## src/hdl/ffgrp_pkg.sv

```systemverilog
package ffgrp_pkg;

    // Default grid geometry and tag width
    localparam int MAX_ROWS_DEF = 16;
    localparam int MAX_COLS_DEF = 16;
    localparam int TAG_BITS_DEF = 8;

    // Port field widths
    localparam int OP_W       = 2;
    localparam int DIM_W      = 5;
    localparam int TAGF_W     = 8;
    localparam int CELL_W     = 4;
    localparam int CFG_IDX_W  = 2;
    localparam int CFG_DATA_W = 8;

    // Operation codes
    localparam logic [OP_W-1:0] OP_PLACE = 2'd0;
    localparam logic [OP_W-1:0] OP_CLEAR = 2'd1;
    localparam logic [OP_W-1:0] OP_READ  = 2'd2;

    // Configuration register indexes
    localparam logic [CFG_IDX_W-1:0] REG_STOCK_ROWS = 2'd0;
    localparam logic [CFG_IDX_W-1:0] REG_STOCK_COLS = 2'd1;
    localparam logic [CFG_IDX_W-1:0] REG_EMPTY_TAG  = 2'd2;

    // Configuration reset values
    localparam logic [DIM_W-1:0]  STOCK_ROWS_RST = 5'd16;
    localparam logic [DIM_W-1:0]  STOCK_COLS_RST = 5'd16;
    localparam logic [TAGF_W-1:0] EMPTY_TAG_RST  = 8'd0;

endpackage

```

## src/hdl/ffgrp_ram.sv

```systemverilog
module ffgrp_ram #(
    parameter int WIDTH = 8,
    parameter int DEPTH = 256
) (
    input  logic                                   aclk,
    input  logic                                   we,
    input  logic [(DEPTH > 1 ? $clog2(DEPTH) : 1)-1:0] waddr,
    input  logic [WIDTH-1:0]                       wdata,
    input  logic                                   re,
    input  logic [(DEPTH > 1 ? $clog2(DEPTH) : 1)-1:0] raddr,
    output logic [WIDTH-1:0]                       rdata
);

    logic [WIDTH-1:0] mem [DEPTH];

    always_ff @(posedge aclk) begin
        if (we) begin
            mem[waddr] <= wdata;
        end
        if (re) begin
            rdata <= mem[raddr];
        end
    end

endmodule

```

## src/hdl/first_fit_grid_rectangle_placer.sv

```systemverilog
// Clear rewrites every grid cell with the empty tag; a refused place goes straight to the result.
// Place: each footprint cell checked takes one grid memory read, then a compare,
//   over all anchors tried, then one write per footprint cell.
// One request in flight at a time.
// Reset: aresetn (synchronous, active low) clears control state, then a sweep
//   writes zero into all MAX_ROWS*MAX_COLS grid cells while s_ready stays low.
module first_fit_grid_rectangle_placer #(
    parameter int MAX_ROWS = ffgrp_pkg::MAX_ROWS_DEF,
    parameter int MAX_COLS = ffgrp_pkg::MAX_COLS_DEF,
    parameter int TAG_BITS = ffgrp_pkg::TAG_BITS_DEF
) (
    input  logic                                aclk,
    input  logic                                aresetn,
    // configuration write port
    input  logic                                cfg_we,
    input  logic [ffgrp_pkg::CFG_IDX_W-1:0]     cfg_index,
    input  logic [ffgrp_pkg::CFG_DATA_W-1:0]    cfg_wdata,
    // request channel
    input  logic                                s_valid,
    output logic                                s_ready,
    input  logic [ffgrp_pkg::OP_W-1:0]          s_operation,
    input  logic [ffgrp_pkg::DIM_W-1:0]         s_piece_rows,
    input  logic [ffgrp_pkg::DIM_W-1:0]         s_piece_cols,
    input  logic [ffgrp_pkg::TAGF_W-1:0]        s_piece_tag,
    input  logic                                s_already_cut,
    input  logic [ffgrp_pkg::CELL_W-1:0]        s_cell_row,
    input  logic [ffgrp_pkg::CELL_W-1:0]        s_cell_col,
    // result channel
    output logic                                m_valid,
    input  logic                                m_ready,
    output logic                                m_placed,
    output logic [ffgrp_pkg::TAGF_W-1:0]        m_cell_value
);

    // Geometry
    localparam int DEPTH = MAX_ROWS * MAX_COLS;
    localparam int AW    = DEPTH > 1 ? $clog2(DEPTH) : 1;
    localparam int RD    = $clog2(MAX_ROWS + 1);
    localparam int CD    = $clog2(MAX_COLS + 1);
    localparam int DW0   = RD > CD ? RD : CD;
    // dimension / counter width: holds every sheet size and piece size
    localparam int DW    = DW0 > ffgrp_pkg::DIM_W ? DW0 : ffgrp_pkg::DIM_W;
    // one extra bit for anchor-plus-size sums
    localparam int XW    = DW + 1;

    // One-hot sequencer states
    typedef enum logic [7:0] {
        S_INIT  = 8'b0000_0001,  // post-reset grid sweep
        S_IDLE  = 8'b0000_0010,
        S_CLEAR = 8'b0000_0100,  // refill grid with empty tag
        S_READ  = 8'b0000_1000,  // issue footprint cell read
        S_CMP   = 8'b0001_0000,  // compare returned cell with empty tag
        S_WRITE = 8'b0010_0000,  // write piece tag over footprint
        S_CELL  = 8'b0100_0000,  // capture single-cell read
        S_DONE  = 8'b1000_0000   // hand result to output register
    } state_t;

    state_t state_reg, state_next;

    // Configuration registers
    logic [ffgrp_pkg::DIM_W-1:0] stock_rows_reg, stock_rows_next;
    logic [ffgrp_pkg::DIM_W-1:0] stock_cols_reg, stock_cols_next;
    logic [TAG_BITS-1:0]         empty_tag_reg, empty_tag_next;

    // Request and scan registers
    logic [DW-1:0]       pr_reg, pr_next;
    logic [DW-1:0]       pc_reg, pc_next;
    logic [TAG_BITS-1:0] tag_reg, tag_next;
    logic                rd_ok_reg, rd_ok_next;
    logic [DW-1:0]       ar_reg, ar_next;
    logic [DW-1:0]       ac_reg, ac_next;
    logic [DW-1:0]       fr_reg, fr_next;
    logic [DW-1:0]       fc_reg, fc_next;
    logic [AW-1:0]       idx_reg, idx_next;

    // Pending result and output register
    logic                        res_placed_reg, res_placed_next;
    logic [ffgrp_pkg::TAGF_W-1:0] res_value_reg, res_value_next;
    logic                        m_valid_reg, m_valid_next;
    logic                        m_placed_reg, m_placed_next;
    logic [ffgrp_pkg::TAGF_W-1:0] m_value_reg, m_value_next;

    // Grid memory ports
    logic                ram_we;
    logic [AW-1:0]       ram_waddr;
    logic [TAG_BITS-1:0] ram_wdata;
    logic                ram_re;
    logic [AW-1:0]       ram_raddr;
    logic [TAG_BITS-1:0] ram_rdata;

    // Datapath helpers
    logic [DW-1:0] rows_eff, cols_eff;
    logic [DW-1:0] in_pr, in_pc;
    logic [DW-1:0] cur_row, cur_col;
    logic [AW-1:0] scan_addr, cell_addr;
    logic          cell_in_grid;
    logic          place_ok;
    logic          fc_last, fr_last, col_end, row_end, idx_last;
    logic          cell_free;
    logic          out_free;
    logic          accept;

    // Sheet size saturates at the grid size
    assign rows_eff = (DW'(stock_rows_reg) > DW'(MAX_ROWS)) ? DW'(MAX_ROWS)
                                                             : DW'(stock_rows_reg);
    assign cols_eff = (DW'(stock_cols_reg) > DW'(MAX_COLS)) ? DW'(MAX_COLS)
                                                             : DW'(stock_cols_reg);

    assign in_pr = DW'(s_piece_rows);
    assign in_pc = DW'(s_piece_cols);

    // Refuse cut, empty or oversize pieces before any scan
    assign place_ok = !s_already_cut && (in_pr != '0) && (in_pc != '0) &&
                      (in_pr <= rows_eff) && (in_pc <= cols_eff);

    // Current footprint cell, row-major grid address
    assign cur_row   = ar_reg + fr_reg;
    assign cur_col   = ac_reg + fc_reg;
    assign scan_addr = AW'(32'(cur_row) * MAX_COLS + 32'(cur_col));
    assign cell_addr = AW'(32'(s_cell_row) * MAX_COLS + 32'(s_cell_col));
    assign cell_in_grid = (32'(s_cell_row) < MAX_ROWS) && (32'(s_cell_col) < MAX_COLS);

    assign fc_last  = (XW'(fc_reg) + XW'(1)) == XW'(pc_reg);
    assign fr_last  = (XW'(fr_reg) + XW'(1)) == XW'(pr_reg);
    assign col_end  = (XW'(ac_reg) + XW'(1) + XW'(pc_reg)) > XW'(cols_eff);
    assign row_end  = (XW'(ar_reg) + XW'(1) + XW'(pr_reg)) > XW'(rows_eff);
    assign idx_last = idx_reg == AW'(DEPTH - 1);
    assign cell_free = ram_rdata == empty_tag_reg;

    assign out_free = !m_valid_reg || m_ready;
    assign s_ready  = state_reg == S_IDLE;
    assign accept   = s_valid && s_ready;

    // Grid memory access: sweeps and footprint writes share the write port,
    // footprint checks and single-cell reads share the read port.
    always_comb begin
        ram_we    = (state_reg == S_INIT) || (state_reg == S_CLEAR) ||
                    (state_reg == S_WRITE);
        ram_waddr = (state_reg == S_WRITE) ? scan_addr : idx_reg;
        if (state_reg == S_INIT) begin
            ram_wdata = '0;
        end else if (state_reg == S_CLEAR) begin
            ram_wdata = empty_tag_reg;
        end else begin
            ram_wdata = tag_reg;
        end
        ram_re    = (state_reg == S_READ) || accept;
        ram_raddr = (state_reg == S_READ) ? scan_addr : cell_addr;
    end

    ffgrp_ram #(
        .WIDTH (TAG_BITS),
        .DEPTH (DEPTH)
    ) u_grid (
        .aclk  (aclk),
        .we    (ram_we),
        .waddr (ram_waddr),
        .wdata (ram_wdata),
        .re    (ram_re),
        .raddr (ram_raddr),
        .rdata (ram_rdata)
    );

    // Configuration writes
    always_comb begin
        stock_rows_next = stock_rows_reg;
        stock_cols_next = stock_cols_reg;
        empty_tag_next  = empty_tag_reg;
        if (cfg_we) begin
            unique case (cfg_index)
                ffgrp_pkg::REG_STOCK_ROWS: stock_rows_next = cfg_wdata[ffgrp_pkg::DIM_W-1:0];
                ffgrp_pkg::REG_STOCK_COLS: stock_cols_next = cfg_wdata[ffgrp_pkg::DIM_W-1:0];
                ffgrp_pkg::REG_EMPTY_TAG:  empty_tag_next  = TAG_BITS'(cfg_wdata);
                default: begin
                    // unmapped index: drop the write
                end
            endcase
        end
    end

    // Sequencer
    always_comb begin
        state_next      = state_reg;
        pr_next         = pr_reg;
        pc_next         = pc_reg;
        tag_next        = tag_reg;
        rd_ok_next      = rd_ok_reg;
        ar_next         = ar_reg;
        ac_next         = ac_reg;
        fr_next         = fr_reg;
        fc_next         = fc_reg;
        idx_next        = idx_reg;
        res_placed_next = res_placed_reg;
        res_value_next  = res_value_reg;
        m_valid_next    = m_valid_reg;
        m_placed_next   = m_placed_reg;
        m_value_next    = m_value_reg;

        // retire the waiting result
        if (m_valid_reg && m_ready) begin
            m_valid_next = 1'b0;
        end

        unique case (state_reg)
            S_INIT: begin
                idx_next = idx_reg + AW'(1);
                if (idx_last) begin
                    idx_next   = '0;
                    state_next = S_IDLE;
                end
            end
            S_IDLE: begin
                if (accept) begin
                    res_placed_next = 1'b0;
                    res_value_next  = '0;
                    pr_next         = in_pr;
                    pc_next         = in_pc;
                    tag_next        = TAG_BITS'(s_piece_tag);
                    rd_ok_next      = cell_in_grid;
                    ar_next         = '0;
                    ac_next         = '0;
                    fr_next         = '0;
                    fc_next         = '0;
                    idx_next        = '0;
                    unique case (s_operation)
                        ffgrp_pkg::OP_PLACE: state_next = place_ok ? S_READ : S_DONE;
                        ffgrp_pkg::OP_CLEAR: state_next = S_CLEAR;
                        ffgrp_pkg::OP_READ:  state_next = S_CELL;
                        default:             state_next = S_DONE;
                    endcase
                end
            end
            S_CLEAR: begin
                idx_next = idx_reg + AW'(1);
                if (idx_last) begin
                    idx_next   = '0;
                    state_next = S_DONE;
                end
            end
            S_READ: begin
                state_next = S_CMP;
            end
            S_CMP: begin
                if (cell_free) begin
                    // advance through the footprint
                    state_next = S_READ;
                    if (fc_last) begin
                        fc_next = '0;
                        if (fr_last) begin
                            fr_next    = '0;
                            state_next = S_WRITE;
                        end else begin
                            fr_next = fr_reg + DW'(1);
                        end
                    end else begin
                        fc_next = fc_reg + DW'(1);
                    end
                end else begin
                    // occupied: move to the next anchor in row-major order
                    fr_next    = '0;
                    fc_next    = '0;
                    state_next = S_READ;
                    if (col_end) begin
                        ac_next = '0;
                        if (row_end) begin
                            res_placed_next = 1'b0;
                            state_next      = S_DONE;
                        end else begin
                            ar_next = ar_reg + DW'(1);
                        end
                    end else begin
                        ac_next = ac_reg + DW'(1);
                    end
                end
            end
            S_WRITE: begin
                if (fc_last) begin
                    fc_next = '0;
                    if (fr_last) begin
                        fr_next         = '0;
                        res_placed_next = 1'b1;
                        state_next      = S_DONE;
                    end else begin
                        fr_next = fr_reg + DW'(1);
                    end
                end else begin
                    fc_next = fc_reg + DW'(1);
                end
            end
            S_CELL: begin
                res_value_next = rd_ok_reg ? ffgrp_pkg::TAGF_W'(ram_rdata) : '0;
                state_next     = S_DONE;
            end
            S_DONE: begin
                // hold until the output register can take the result
                if (out_free) begin
                    m_valid_next  = 1'b1;
                    m_placed_next = res_placed_reg;
                    m_value_next  = res_value_reg;
                    state_next    = S_IDLE;
                end
            end
            default: begin
                state_next = S_IDLE;
            end
        endcase
    end

    // Control state
    always_ff @(posedge aclk) begin
        if (!aresetn) begin
            state_reg      <= S_INIT;
            idx_reg        <= '0;
            m_valid_reg    <= 1'b0;
            stock_rows_reg <= ffgrp_pkg::STOCK_ROWS_RST;
            stock_cols_reg <= ffgrp_pkg::STOCK_COLS_RST;
            empty_tag_reg  <= TAG_BITS'(ffgrp_pkg::EMPTY_TAG_RST);
        end else begin
            state_reg      <= state_next;
            idx_reg        <= idx_next;
            m_valid_reg    <= m_valid_next;
            stock_rows_reg <= stock_rows_next;
            stock_cols_reg <= stock_cols_next;
            empty_tag_reg  <= empty_tag_next;
        end
    end

    // Payload registers
    always_ff @(posedge aclk) begin
        pr_reg         <= pr_next;
        pc_reg         <= pc_next;
        tag_reg        <= tag_next;
        rd_ok_reg      <= rd_ok_next;
        ar_reg         <= ar_next;
        ac_reg         <= ac_next;
        fr_reg         <= fr_next;
        fc_reg         <= fc_next;
        res_placed_reg <= res_placed_next;
        res_value_reg  <= res_value_next;
        m_placed_reg   <= m_placed_next;
        m_value_reg    <= m_value_next;
    end

    assign m_valid      = m_valid_reg;
    assign m_placed     = m_placed_reg;
    assign m_cell_value = m_value_reg;

`ifndef SYNTH
    // A compare always sees data from the read issued in the previous cycle
    assert property (@(posedge aclk) disable iff (!aresetn)
        (state_reg == S_CMP) |-> $past(state_reg == S_READ))
        else $error("compare without a preceding grid read");

    // No grid write while a footprint check is in flight
    assert property (@(posedge aclk) disable iff (!aresetn)
        (state_reg == S_READ || state_reg == S_CMP) |-> !ram_we)
        else $error("grid written during footprint check");

    // Footprint writes stay inside the sheet
    assert property (@(posedge aclk) disable iff (!aresetn)
        (state_reg == S_WRITE) |-> (cur_row < rows_eff && cur_col < cols_eff))
        else $error("footprint write outside the sheet");

    // A successful placement never carries a cell value
    assert property (@(posedge aclk) disable iff (!aresetn)
        (m_valid_reg && m_placed_reg) |-> (m_value_reg == '0))
        else $error("placed result with nonzero cell value");
`endif

endmodule

```

## config.mk

```make
export PLATFORM = sky130hd
export DESIGN_NAME = first_fit_grid_rectangle_placer
export DESIGN_NICKNAME = d
export VERILOG_FILES = /design/src/hdl/ffgrp_pkg.sv /design/src/hdl/ffgrp_ram.sv /design/src/hdl/first_fit_grid_rectangle_placer.sv
export SDC_FILE = /design/constraint.sdc
export NUM_CORES = 2
export LEC_CHECK = 0
export BUFFER_PORTS_ARGS = -buffer_cell sky130_fd_sc_hd__buf_4
export CORE_UTILIZATION = 40
export CTS_BUF_LIST = sky130_fd_sc_hd__clkbuf_8
export CTS_CLUSTER_SIZE = 8
export DETAILED_ROUTE_END_ITERATION = 7
export PLACE_DENSITY = 0.67
export SYNTH_ARGS = -nofsm -noshare
export SYNTH_HDL_FRONTEND = slang
export SYNTH_SLANG_ARGS = --single-unit
```

## constraint.sdc

```tcl
create_clock -name aclk -period 9.6 [get_ports aclk]
set_clock_uncertainty 0.05 [all_clocks]
set_input_delay 0.96 -clock aclk [delete_from_list [all_inputs] [get_ports aclk]]
set_output_delay 0.96 -clock aclk [all_outputs]
set_load 0.02 [all_outputs]
```

==> impl_metrics.env <==
export IMPL_async_flop_share_pct=0
export IMPL_grt_pass1_vias=50536
export IMPL_synthTopCellsByArea="edfxtp_1 (74%), mux4_2 (5.0%), nand2_1 (4.3%), mux2i_1 (2.4%), nand3_1 (1.6%)"
export IMPL_tritoncts_num_buffers=354
export IMPL_rows=170
export IMPL_largest_reg_flops=2048
export IMPL_die_x_um=466
export IMPL_grt_pass1_wl_um=350000
export IMPL_report_final_hold_viol_count=0
export IMPL_startpoint_type="register"
export IMPL_start_util_pct=40.2
export IMPL_postRouteAntennaNets=0
export IMPL_dp_hpwl_um=146000
export IMPL_final_nets=5874
export IMPL_drtIter0Drc=7256
export IMPL_syn_nets=5658
export IMPL_yosys_area_top_type_share_pct=73.5
export IMPL_synth_edf_count=2112
export IMPL_htreeDepth=5
export IMPL_placed_cells=8245
export IMPL_max_freq_ghz=0.167
export IMPL_wire_per_inst_um=27.5
export IMPL_drive_gt1_share_pct=13.3
export IMPL_cp_max_fo=139
export IMPL_ys_seq_elements=2147
export IMPL_cp_data_required_time_ps=10270
export IMPL_outcome="finished with violations"
export IMPL_p_leak_nw=31.7
export IMPL_cts_tree="built"
export IMPL_yosysSeqAreaShare_pct=74.3
export IMPL_drt_wl_total_um=243000
export IMPL_syn_to_final_growth_pct=11.0
export IMPL_top_register="u_grid.mem"
export IMPL_num_vias=52353
export IMPL_setup_violations=0
export IMPL_avgSynthCellArea_um2=15.5
export IMPL_maxSlewViolCount=2
export IMPL_hold_path_depth=3
export IMPL_rsz0062_at_grt="false"
export IMPL_grt_max_degree=185
export IMPL_critPathArrivalTime_ps=6660
export IMPL_clk_insertion_delay_late_ps=1050
export IMPL_final_cells=8835
export IMPL_fin_setup_tns_ps=0
export IMPL_cts_root_buf="clkbuf_8"
export IMPL_yosys_area_top_type="edfxtp_1"
export IMPL_cts_sinks=2147
export IMPL_r2r_cells=12
export IMPL_hold_path_class="primary input to register"
export IMPL_grt_overflow=0
export IMPL_tightest_slew_ps=1510
export IMPL_core_area_um2=214000
export IMPL_port_buffers=54
export IMPL_drv_cap=2
export IMPL_drcViolationCount=0
export IMPL_gp_congestion=0.916
export IMPL_die_y_um=466
export IMPL_track_usage_pct=22.0
export IMPL_syn_inst=5566
export IMPL_cts_buffer_depth=4
export IMPL_fin_crit_ps=5990
export IMPL_period_share_pct=62.4
export IMPL_viasPerCell=5.93
export IMPL_n_fill_cell=18434
export IMPL_path_clk_slew_ps=60
export IMPL_dr_pass1_iters=6
export IMPL_powerDensity_nw_per_um2=198
export IMPL_violations="max-capacitance violations, max-slew violations"
export IMPL_die_area_um2=218000
export IMPL_crit_type="register to register"
export IMPL_synth_cell_area_um2=86300
export IMPL_end_kind="register"
export IMPL_yosys_warnings=0
export IMPL_ir_drop_mv=0.128
export IMPL_antenna_found_initial=12
export IMPL_synth_cell_type_count=78
export IMPL_slew_limit_headroom_pct=-1.51
export IMPL_io_pins=55
export IMPL_yosys_most_used_dff="edfxtp_1"
[cells in the mapped netlist, drive strengths merged (35+ instances only)]
master	n
a31oi	126
buf	167
mux2i	210
nand2	998
nand3	274
nand4	72
a21oi	100
clkbuf	159
mux4	190
dfxtp	35
edfxtp	2112
inv	45
o22ai	62
a32oi	62
o21ai	69
ha	44
a22oi	56
and3	35
nor2	338
[metrics by stage]
| stage | power (W) | hold WS, ps | utilization (%) | cell area [µm²] | setup WS, ps |
|---|---|---|---|---|---|
| 2_1_floorplan | 0.0116 | 350 | - | 86300 | 450 |
| 3_3_place_gp | 0.0121 | 362 | 41.9 | 89800 | 3800 |
| 3_5_place_dp | 0.0121 | 358 | 41.9 | 89800 | 3770 |
| 4_1_cts | 0.0190 | 27.5 | 44.7 | 95800 | 3730 |
| 5_1_grt | 0.0194 | 91.0 | 44.7 | 95800 | 3540 |
| 6_report | 0.0189 | 128 | 44.7 | 95800 | 3610 |
[kinds of logic after synthesis]
logic type | synth area share, %
DFF | 74.3
muxes | 7.41
buffers and inverters | 2.12
and+or+nand+nor | 9.45
xor gates and xnor gates | 0.493
AOI/OAI and AO/OA | 5.48
adders and majority gates | 0.731
[cell usage in the layout (no fill, tap or decap), types with 22 or more instances in the layout]
master | synthesis | routed
nor2b_1 | 31 | 31
a211oi_1 | 23 | 23
nor4_1 | 26 | 26
nand3_1 | 274 | 274
buf_4 | 54 | 158
nor2_1 | 336 | 326
a31oi_1 | 126 | 124
clkinv_1 | 0 | 60
clkbuf_8 | 0 | 361
mux2i_1 | 210 | 210
o22ai_1 | 62 | 62
mux4_2 | 190 | 190
a22o_1 | 23 | 23
a32oi_1 | 62 | 59
nand2_1 | 998 | 994
nand4_1 | 72 | 72
o2111ai_1 | 22 | 22
edfxtp_1 | 2112 | 2112
a22oi_1 | 56 | 56
and3_1 | 35 | 35
xnor2_1 | 25 | 25
a21oi_1 | 100 | 98
inv_1 | 45 | 168
o21ai_0 | 63 | 61
ha_1 | 44 | 44
dfxtp_1 | 35 | 35
[worst paths after layout]
| path | startpoint | to | slack, ps |
|---|---|---|---|
| setup reg to reg | fc_reg[0] | u_grid.rdata[6] | 3610 |
| hold reg to reg | res_value_reg[0] | m_cell_value[0] | 370 |
| setup / recovery | fc_reg[0] | u_grid.rdata[6] | 3610 |
| hold / removal | cfg_wdata[7] | empty_tag_reg[7] | 130 |
[report_power, final]
part | internal [W] | total, W | switching, W
sequential | 0.0106 | 0.0106 | 0.0000219
combinational | 0.000315 | 0.00139 | 0.00107
clock | 0.00346 | 0.00695 | 0.00349
[routing by layer]
metal	share of wire, %	wire [µm]	global-route usage, %
met1	38	92900	29.3
met2	45	110000	33.0
met3	11	27500	5.62
met4	5.3	12800	11.9
met5	0.11	259	0
[worst max-delay path, stage by stage, from the launching register on]
cell	delay [ps]
edfxtp_1	470
ha_1	250
inv_1	80
fa_1	700
nand3_1	340
and2_4	520
buf_12	640
mux2i_1	300
o22ai_1	120
a22oi_1	420
o2111ai_1	190
nor4_1	1170
nor4_1	170
[area by class of cell]
type                    count  area [µm²]  area share, %
diodes                      7        17.5         0.0183
well taps                2838        3550           3.71
flip-flops and latches   2147       64100           66.9
clock buffers             361        4970           5.19
clock inverters           203         846          0.883
inverters                  45         169          0.176
multi-input cells        3048       20600           21.5
repair buffers            186        1560           1.62
[what timing repair did]
item / in CTS / in global routing
buffers inserted: 0 / 0
setup endpoints to repair: 0 / 0
resized for setup: 0 / 0
hold buffers: 19 / 0
hold endpoints to repair: 19 / 0
No activity file was read; power rests on OpenSTA's default activity.
